==> src/hw/rtl/mkc_pkg.sv <==
package mkc_pkg;

    localparam int CFG_IDX_W  = 1;
    localparam int CFG_DATA_W = 8;
    localparam int ROWS_CFG_W = 6;
    localparam int COLS_CFG_W = 8;

    localparam logic [ROWS_CFG_W-1:0] ROWS_CFG_RESET = 6'd32;
    localparam logic [COLS_CFG_W-1:0] COLS_CFG_RESET = 8'd128;

    // Smallest grid edge that the carver works with.
    localparam int MIN_DIM = 5;

    localparam logic [CFG_IDX_W-1:0] REG_ROWS = 1'd0;
    localparam logic [CFG_IDX_W-1:0] REG_COLS = 1'd1;

    localparam logic [1:0] CMD_CLEAR = 2'd0;
    localparam logic [1:0] CMD_CARVE = 2'd1;
    localparam logic [1:0] CMD_READ  = 2'd2;
    localparam logic [1:0] CMD_NOP   = 2'd3;

    localparam logic [1:0] DIR_UP    = 2'd0;
    localparam logic [1:0] DIR_RIGHT = 2'd1;
    localparam logic [1:0] DIR_DOWN  = 2'd2;
    localparam logic [1:0] DIR_LEFT  = 2'd3;

    typedef struct packed {
        logic       carved;
        logic [1:0] carved_dir;
        logic [4:0] wall_row;
        logic [6:0] wall_col;
        logic       pos_open;
    } mkc_result_t;

endpackage

==> src/hw/rtl/mkc_ctrl.sv <==
module mkc_ctrl #(
    parameter int MAX_ROWS  = 32,
    parameter int MAX_COLS  = 128,
    parameter int LBL_DEPTH = ((MAX_ROWS + 1) / 2) * ((MAX_COLS + 1) / 2),
    parameter int MAP_DEPTH = MAX_ROWS * MAX_COLS,
    parameter int LA_W      = $clog2(LBL_DEPTH),
    parameter int MA_W      = $clog2(MAP_DEPTH)
) (
    input  logic                              aclk,
    input  logic                              aresetn,
    input  logic [mkc_pkg::ROWS_CFG_W-1:0]    rows_cfg,
    input  logic [mkc_pkg::COLS_CFG_W-1:0]    cols_cfg,
    input  logic                              s_valid,
    output logic                              s_ready,
    input  logic [1:0]                        s_cmd,
    input  logic [4:0]                        s_pos_row,
    input  logic [6:0]                        s_pos_col,
    input  logic [7:0]                        s_dir_order,
    output logic                              m_valid,
    input  logic                              m_ready,
    output mkc_pkg::mkc_result_t              m_result,
    output logic                              lbl_we,
    output logic [LA_W-1:0]                   lbl_waddr,
    output logic [LA_W-1:0]                   lbl_wdata,
    output logic [LA_W-1:0]                   lbl_raddr,
    input  logic [LA_W-1:0]                   lbl_rdata,
    output logic                              map_we,
    output logic [MA_W-1:0]                   map_waddr,
    output logic                              map_wdata,
    output logic [MA_W-1:0]                   map_raddr,
    input  logic                              map_rdata
);

    localparam int LBL_COLS = (MAX_COLS + 1) / 2;
    localparam int RW = (($clog2(MAX_ROWS + 1) > 5) ? $clog2(MAX_ROWS + 1) : 5) + 2;
    localparam int CW = (($clog2(MAX_COLS + 1) > 7) ? $clog2(MAX_COLS + 1) : 7) + 2;

    typedef enum logic [3:0] {
        ST_IDLE, ST_SWEEP, ST_CUR_RD, ST_CUR_LAT, ST_TRY, ST_NB_CMP,
        ST_OPEN_CELL, ST_OPEN_WALL, ST_OPEN_NB, ST_SCAN, ST_SCAN_END,
        ST_MAP_RD, ST_MAP_LAT, ST_DONE
    } state_t;

    state_t                state_reg, state_next;
    logic [RW-1:0]         row_reg, row_next;
    logic [CW-1:0]         col_reg, col_next;
    logic [7:0]            order_reg, order_next;
    logic [1:0]            k_reg, k_next;
    logic [LA_W-1:0]       lc_reg, lc_next;
    logic [LA_W-1:0]       ln_reg, ln_next;
    logic [MA_W-1:0]       cnt_reg, cnt_next;
    logic [LA_W-1:0]       scan_reg, scan_next;
    logic                  pend_valid_reg, pend_valid_next;
    logic [LA_W-1:0]       pend_addr_reg, pend_addr_next;
    logic                  clr_res_reg, clr_res_next;
    logic                  m_valid_reg, m_valid_next;
    mkc_pkg::mkc_result_t  res_reg, res_next;
    mkc_pkg::mkc_result_t  out_reg, out_next;

    logic [RW-1:0] rows_ext, rows_eff;
    logic [CW-1:0] cols_ext, cols_eff;
    logic          cell_ok, read_in_grid, nb_ok;
    logic [1:0]    dir_sel;
    logic [RW-1:0] nb_r, wall_r;
    logic [CW-1:0] nb_c, wall_c;

    function automatic logic [LA_W-1:0] slot_of(input logic [RW-1:0] r, input logic [CW-1:0] c);
        slot_of = LA_W'((r >> 1) * LBL_COLS + (c >> 1));
    endfunction

    function automatic logic [MA_W-1:0] pos_of(input logic [RW-1:0] r, input logic [CW-1:0] c);
        pos_of = MA_W'(r * MAX_COLS + c);
    endfunction

    // Register values outside the usable range are clamped.
    assign rows_ext = RW'(rows_cfg);
    assign cols_ext = CW'(cols_cfg);

    always_comb begin
        if (rows_ext < RW'(mkc_pkg::MIN_DIM)) begin
            rows_eff = RW'(mkc_pkg::MIN_DIM);
        end else if (rows_ext > RW'(MAX_ROWS)) begin
            rows_eff = RW'(MAX_ROWS);
        end else begin
            rows_eff = rows_ext;
        end
        if (cols_ext < CW'(mkc_pkg::MIN_DIM)) begin
            cols_eff = CW'(mkc_pkg::MIN_DIM);
        end else if (cols_ext > CW'(MAX_COLS)) begin
            cols_eff = CW'(MAX_COLS);
        end else begin
            cols_eff = cols_ext;
        end
    end

    assign cell_ok = row_reg[0] && col_reg[0] && (row_reg < rows_eff) &&
                     ((col_reg + CW'(3)) <= cols_eff);
    assign read_in_grid = (row_reg < rows_eff) && (col_reg < cols_eff);

    assign dir_sel = order_reg[{k_reg, 1'b0} +: 2];

    always_comb begin
        nb_r   = row_reg;
        nb_c   = col_reg;
        wall_r = row_reg;
        wall_c = col_reg;
        nb_ok  = 1'b0;
        case (dir_sel)
            mkc_pkg::DIR_UP: begin
                nb_ok  = row_reg >= RW'(2);
                nb_r   = row_reg - RW'(2);
                wall_r = row_reg - RW'(1);
            end
            mkc_pkg::DIR_RIGHT: begin
                nb_ok  = (col_reg + CW'(5)) <= cols_eff;
                nb_c   = col_reg + CW'(2);
                wall_c = col_reg + CW'(1);
            end
            mkc_pkg::DIR_DOWN: begin
                nb_ok  = (row_reg + RW'(2)) < rows_eff;
                nb_r   = row_reg + RW'(2);
                wall_r = row_reg + RW'(1);
            end
            mkc_pkg::DIR_LEFT: begin
                nb_ok  = col_reg >= CW'(2);
                nb_c   = col_reg - CW'(2);
                wall_c = col_reg - CW'(1);
            end
            default: begin
                nb_ok = 1'b0;
            end
        endcase
    end

    assign s_ready  = (state_reg == ST_IDLE);
    assign m_valid  = m_valid_reg;
    assign m_result = out_reg;

    always_comb begin
        state_next      = state_reg;
        row_next        = row_reg;
        col_next        = col_reg;
        order_next      = order_reg;
        k_next          = k_reg;
        lc_next         = lc_reg;
        ln_next         = ln_reg;
        cnt_next        = cnt_reg;
        scan_next       = scan_reg;
        pend_valid_next = pend_valid_reg;
        pend_addr_next  = pend_addr_reg;
        clr_res_next    = clr_res_reg;
        res_next        = res_reg;
        out_next        = out_reg;
        m_valid_next    = m_valid_reg;

        lbl_we    = 1'b0;
        lbl_waddr = pend_addr_reg;
        lbl_wdata = lc_reg;
        lbl_raddr = '0;
        map_we    = 1'b0;
        map_waddr = pos_of(row_reg, col_reg);
        map_wdata = 1'b1;
        map_raddr = '0;

        if (m_valid_reg && m_ready) begin
            m_valid_next = 1'b0;
        end

        // The label requested during the relabel scan lands now from the label RAM's read register.
        if (pend_valid_reg && (lbl_rdata == ln_reg)) begin
            lbl_we = 1'b1;
        end

        case (state_reg)
            ST_IDLE: begin
                if (s_valid) begin
                    row_next   = RW'(s_pos_row);
                    col_next   = CW'(s_pos_col);
                    order_next = s_dir_order;
                    res_next   = '0;
                    case (s_cmd)
                        mkc_pkg::CMD_CLEAR: begin
                            clr_res_next = 1'b1;
                            cnt_next     = '0;
                            state_next   = ST_SWEEP;
                        end
                        mkc_pkg::CMD_CARVE: state_next = ST_CUR_RD;
                        mkc_pkg::CMD_READ:  state_next = ST_MAP_RD;
                        default:            state_next = ST_DONE;
                    endcase
                end
            end
            ST_SWEEP: begin
                if (cnt_reg < MA_W'(LBL_DEPTH)) begin
                    lbl_we    = 1'b1;
                    lbl_waddr = cnt_reg[LA_W-1:0];
                    lbl_wdata = cnt_reg[LA_W-1:0];
                end
                map_we    = 1'b1;
                map_waddr = cnt_reg;
                map_wdata = 1'b0;
                cnt_next  = cnt_reg + MA_W'(1);
                if (cnt_reg == MA_W'(MAP_DEPTH - 1)) begin
                    clr_res_next = 1'b0;
                    state_next   = clr_res_reg ? ST_DONE : ST_IDLE;
                end
            end
            ST_CUR_RD: begin
                if (cell_ok) begin
                    lbl_raddr  = slot_of(row_reg, col_reg);
                    state_next = ST_CUR_LAT;
                end else begin
                    state_next = ST_DONE;
                end
            end
            ST_CUR_LAT: begin
                lc_next    = lbl_rdata;
                k_next     = 2'd0;
                state_next = ST_TRY;
            end
            ST_TRY: begin
                if (nb_ok) begin
                    lbl_raddr  = slot_of(nb_r, nb_c);
                    state_next = ST_NB_CMP;
                end else if (k_reg == 2'd3) begin
                    state_next = ST_DONE;
                end else begin
                    k_next = k_reg + 2'd1;
                end
            end
            ST_NB_CMP: begin
                if (lbl_rdata == lc_reg) begin
                    if (k_reg == 2'd3) begin
                        state_next = ST_DONE;
                    end else begin
                        k_next     = k_reg + 2'd1;
                        state_next = ST_TRY;
                    end
                end else begin
                    ln_next             = lbl_rdata;
                    res_next.carved     = 1'b1;
                    res_next.carved_dir = dir_sel;
                    res_next.wall_row   = wall_r[4:0];
                    res_next.wall_col   = wall_c[6:0];
                    state_next          = ST_OPEN_CELL;
                end
            end
            ST_OPEN_CELL: begin
                map_we     = 1'b1;
                state_next = ST_OPEN_WALL;
            end
            ST_OPEN_WALL: begin
                map_we     = 1'b1;
                map_waddr  = pos_of(wall_r, wall_c);
                state_next = ST_OPEN_NB;
            end
            ST_OPEN_NB: begin
                map_we          = 1'b1;
                map_waddr       = pos_of(nb_r, nb_c);
                scan_next       = '0;
                pend_valid_next = 1'b0;
                state_next      = ST_SCAN;
            end
            ST_SCAN: begin
                // Read slot i while slot i-1 is written back; never the same entry.
                lbl_raddr       = scan_reg;
                pend_valid_next = 1'b1;
                pend_addr_next  = scan_reg;
                if (scan_reg == LA_W'(LBL_DEPTH - 1)) begin
                    state_next = ST_SCAN_END;
                end else begin
                    scan_next = scan_reg + LA_W'(1);
                end
            end
            ST_SCAN_END: begin
                pend_valid_next = 1'b0;
                state_next      = ST_DONE;
            end
            ST_MAP_RD: begin
                if (read_in_grid) begin
                    map_raddr  = pos_of(row_reg, col_reg);
                    state_next = ST_MAP_LAT;
                end else begin
                    state_next = ST_DONE;
                end
            end
            ST_MAP_LAT: begin
                res_next.pos_open = map_rdata;
                state_next        = ST_DONE;
            end
            ST_DONE: begin
                if (!m_valid_reg || m_ready) begin
                    out_next     = res_reg;
                    m_valid_next = 1'b1;
                    state_next   = ST_IDLE;
                end
            end
            default: begin
                state_next = ST_IDLE;
            end
        endcase
    end

    always_ff @(posedge aclk) begin
        row_reg       <= row_next;
        col_reg       <= col_next;
        order_reg     <= order_next;
        k_reg         <= k_next;
        lc_reg        <= lc_next;
        ln_reg        <= ln_next;
        scan_reg      <= scan_next;
        pend_addr_reg <= pend_addr_next;
        res_reg       <= res_next;
        out_reg       <= out_next;
        if (!aresetn) begin
            state_reg      <= ST_SWEEP;
            cnt_reg        <= '0;
            clr_res_reg    <= 1'b0;
            pend_valid_reg <= 1'b0;
            m_valid_reg    <= 1'b0;
        end else begin
            state_reg      <= state_next;
            cnt_reg        <= cnt_next;
            clr_res_reg    <= clr_res_next;
            pend_valid_reg <= pend_valid_next;
            m_valid_reg    <= m_valid_next;
        end
    end

endmodule
==> config.mk <==
export PLATFORM = sky130hd
export DESIGN_NAME = mkc_ctrl
export DESIGN_NICKNAME = d
export VERILOG_FILES = /design/src/hw/rtl/mkc_pkg.sv /design/src/hw/rtl/mkc_ctrl.sv
export SDC_FILE = /design/constraint.sdc
export NUM_CORES = 1
export LEC_CHECK = 0
export BUFFER_PORTS_ARGS = -buffer_cell sky130_fd_sc_hd__clkbuf_2
export CAP_MARGIN = 20
export CORE_AREA = 2 2 176 178
export CTS_CLUSTER_SIZE = 24
export DETAILED_ROUTE_END_ITERATION = 7
export DIE_AREA = 0 0 178 180
export GPL_ROUTABILITY_DRIVEN = 1
export GPL_TIMING_DRIVEN = 0
export PLACE_DENSITY = 0.44
export SLEW_MARGIN = 25
export SYNTH_ARGS = -nofsm -noshare
export SYNTH_HDL_FRONTEND = slang
export SYNTH_SLANG_ARGS = --single-unit
==> constraint.sdc <==
create_clock -name aclk -period 5.15 [get_ports aclk]
set_clock_uncertainty 0.15 [all_clocks]
set_input_delay 1.03 -clock aclk [delete_from_list [all_inputs] [get_ports aclk]]
set_output_delay 1.03 -clock aclk [all_outputs]
set_load 0.05 [all_outputs]
==> flow_metrics.py <==
metrics = {
    "synthesis": {
        "async_flop_share_pct": 0,
        "yosysTopAreaCell": "edfxtp_1",
        "synthTopCellsByCount": "nand2_1, edfxtp_1, nor2_1, ha_1, xnor2_1",
        "synth_flop_cell": "edfxtp_1",
        "ys_top_cells_by_area": "edfxtp_1, ha_1, xnor2_1",
        "synth_cell_type_count": 63,
        "yosys.area.top_type_share_pct": 37.8,
        "synth-edff-count": 94,
        "synth-seq-cells": 113,
        "synth_nets": 890,
        "ys_seq_area_share_pct": 42.8,
        "syn_avg_cell_area_um2": 9.62,
        "synth_most_common_cell": "nand2_1",
        "ys_warn_count": 0,
        "synthCells": 777,
        "synthesis.area_um2": 7480,
    },
    "worst_setup_path": {
        "worstSetupPathType": "register to primary output",
        "crit_fanout": 4,
        "cp-start-kind": "register",
        "crit_path_end_kind": "primary output",
        "cp.required_ns": 3.97,
        "reg2regPathDepth": 14,
        "cp.arrival_ns": 3.85,
    },
    "pwr": {
        "power_leakage_uw": 0.00397,
        "total_power_uw": 5140,
        "peakVddDrop_mv": 0.217,
        "p_per_area_nw_per_um2": 518,
    },
    "clock_tree": {
        "htreeDepth": 4,
        "cts_buffers": 17,
        "ctsLongestPathBuffers": 2,
        "cts_tree": "done",
        "cts_hold_buf": 0,
        "clk_pin_slew_ns": 0.06,
        "cts.sinks": 113,
        "cts_root_buf": "clkbuf_16",
        "clk-insertion-delay-late_ns": 0.43,
    },
    "sta": {
        "fin_crit_ns": 5.03,
        "relSlewSlack_pct": 41.3,
        "period_share_pct": 97.6,
        "hold_viol_final": 0,
        "setup_violations": 0,
        "fmax_mhz": 199,
        "worst_slew_pin_slew_ns": 0.880,
        "slew_viol_final": 0,
        "rsz0062_at_grt": "true",
    },
    "finish": {
        "fin_nets": 1059,
        "area_growth_pct": 32.5,
        "drive_gt1_share_pct": 27.0,
        "final_area_um2": 9910,
        "num_antenna_cells": 0,
        "nFillCells": 3147,
    },
    "drt": {
        "vias_per_cell": 4.75,
        "wirelength_um": 25400,
        "drtPass1Iterations": 8,
        "num_vias": 6437,
        "wire_per_inst_um": 18.7,
        "drc_errors": 0,
        "drtIter0Drc": 385,
        "ant_nets": 0,
    },
    "status": {
        "outcome": "complete, no violations",
    },
    "global_routing": {
        "grt_start_max_net_pins": 22,
        "overflow": 0,
        "grt_pass1_wl_um": 37800,
        "antenna_found_initial": 0,
        "grt_pass1_vias": 6361,
        "grt_usage_pct": 15.8,
    },
    "placed_design": {
        "hpwl_um": 19200,
        "placed_area_um2": 8620,
        "io_buffers": 124,
        "gp_congestion": 0.874,
    },
    "die": {
        "dieArea_um2": 32000,
        "start_util_pct": 24.8,
        "die_h_um": 180,
        "die_x_um": 178,
        "io_pins": 126,
        "rows": 64,
        "fp.coreArea_um2": 30200,
    },
    "flow_run": {
        "max-cap-violations": 0,
    },
    "min_path": {
        "min_path_type": "register to register",
        "min_path_cells": 0,
    },
}
## through the flow
| stage | instances | utilization (%) | setup slack (ns) | hold slack, ns | TNS (ns) |
|---|---|---|---|---|---|
| 2_1_floorplan | 777 | - | 0.00794 | 0.250 | 0 |
| 3_3_place_gp | 1297 | 28.5 | -0.813 | 0.255 | -8.37 |
| 3_5_place_dp | 1298 | 28.6 | -0.790 | 0.257 | -8.50 |
| 4_1_cts | 1346 | 32.0 | 0.00474 | 0.272 | 0 |
| 5_1_grt | 1355 | 32.8 | -0.0367 | 0.277 | -0.214 |
| 6_report | 1355 | 32.8 | 0.122 | 0.269 | 0 |
## critical path: stages (launching register included)
cell and delay, ns:
edfxtp_1 0.35, buf_6 0.10, mux4_2 0.57, buf_6 0.16, buf_12 0.12, nand2_8 0.06, inv_4 0.03, fa_1 0.51
nand2_2 0.07, o21ai_4 0.08, inv_1 0.07, ha_1 0.27, a21o_1 0.17, a21oi_2 0.13, xnor2_1 0.09, o221a_2 0.31
a21oi_4 0.16, buf_8 0.17
## metal layers
metal,up-vias,wire length [µm],track usage (%)
li1,3140,-,-
met1,3043,11700,21.7
met2,214,11400,24.1
met3,40,1480,3.19
met4,0,837,6.33
met5,-,0,0
## worst paths after layout
check | startpoint | slack [ns] | to
worst min register to register | res_reg[15] | 0.27 | m_result[15]
worst min-delay path | res_reg[15] | 0.27 | m_result[15]
worst max register to register | col_reg[2] | 1.70 | k_reg[0]
worst max-delay path | k_reg[0] | 0.12 | map_waddr[10]
## power by group
group / switching [µW] / internal, µW
sequential: 102 / 1200
clock: 515 / 629
combinational: 1900 / 789
## cell usage in the layout, fill, tap and decap left out, drive strengths merged, types with 4 or more instances in the layout
cell,synthesis,layout
a211oi,7,7
a21o,10,10
a21oi,31,31
a22oi,7,7
a31oi,5,5
and2,16,16
and3,7,7
buf,11,47
clkbuf,24,155
clkinv,1,5
clkinvlp,0,5
dfxtp,19,19
edfxtp,94,94
fa,4,4
ha,58,58
inv,34,40
mux2i,6,6
nand2,115,115
nand2b,10,10
nand3,20,20
nand4,14,14
nor2,68,68
nor2b,9,9
nor3,15,15
nor4,6,6
o211ai,5,5
o21a,4,4
o21ai,32,32
o221ai,14,14
o22ai,4,4
or2,4,4
or3,4,4
xnor2,55,55
xor2,25,25
## logic make-up after synthesis
logic type | after synthesis | synth area share, %
compound gates | 149 | 13.7
xor+xnor | 80 | 9.37
fa+ha+maj | 62 | 10.8
buf+inv | 70 | 3.82
flops | 113 | 42.8
mux | 8 | 1.26
simple gates | 295 | 18.3
## area by class of cell
cell class,instances,area [µm²],share of cell area (%)
multi-input cells,594,4320,43.6
flip-flops and latches,113,3200,32.3
repair buffers,150,963,9.72
well taps,396,495,5.00
clock buffers,17,425,4.29
plain buffers,35,235,2.37
inverters,35,140,1.41
clock inverters,15,128,1.29
## timing repair
action                                  4_1_cts  5_1_grt
pin swaps                                     5       14
resized for setup                            86       55
endpoints found under the setup margin       25       24
cloned                                        0        1
buffers inserted                             16        8
No activity file was read; power rests on OpenSTA's default activity.
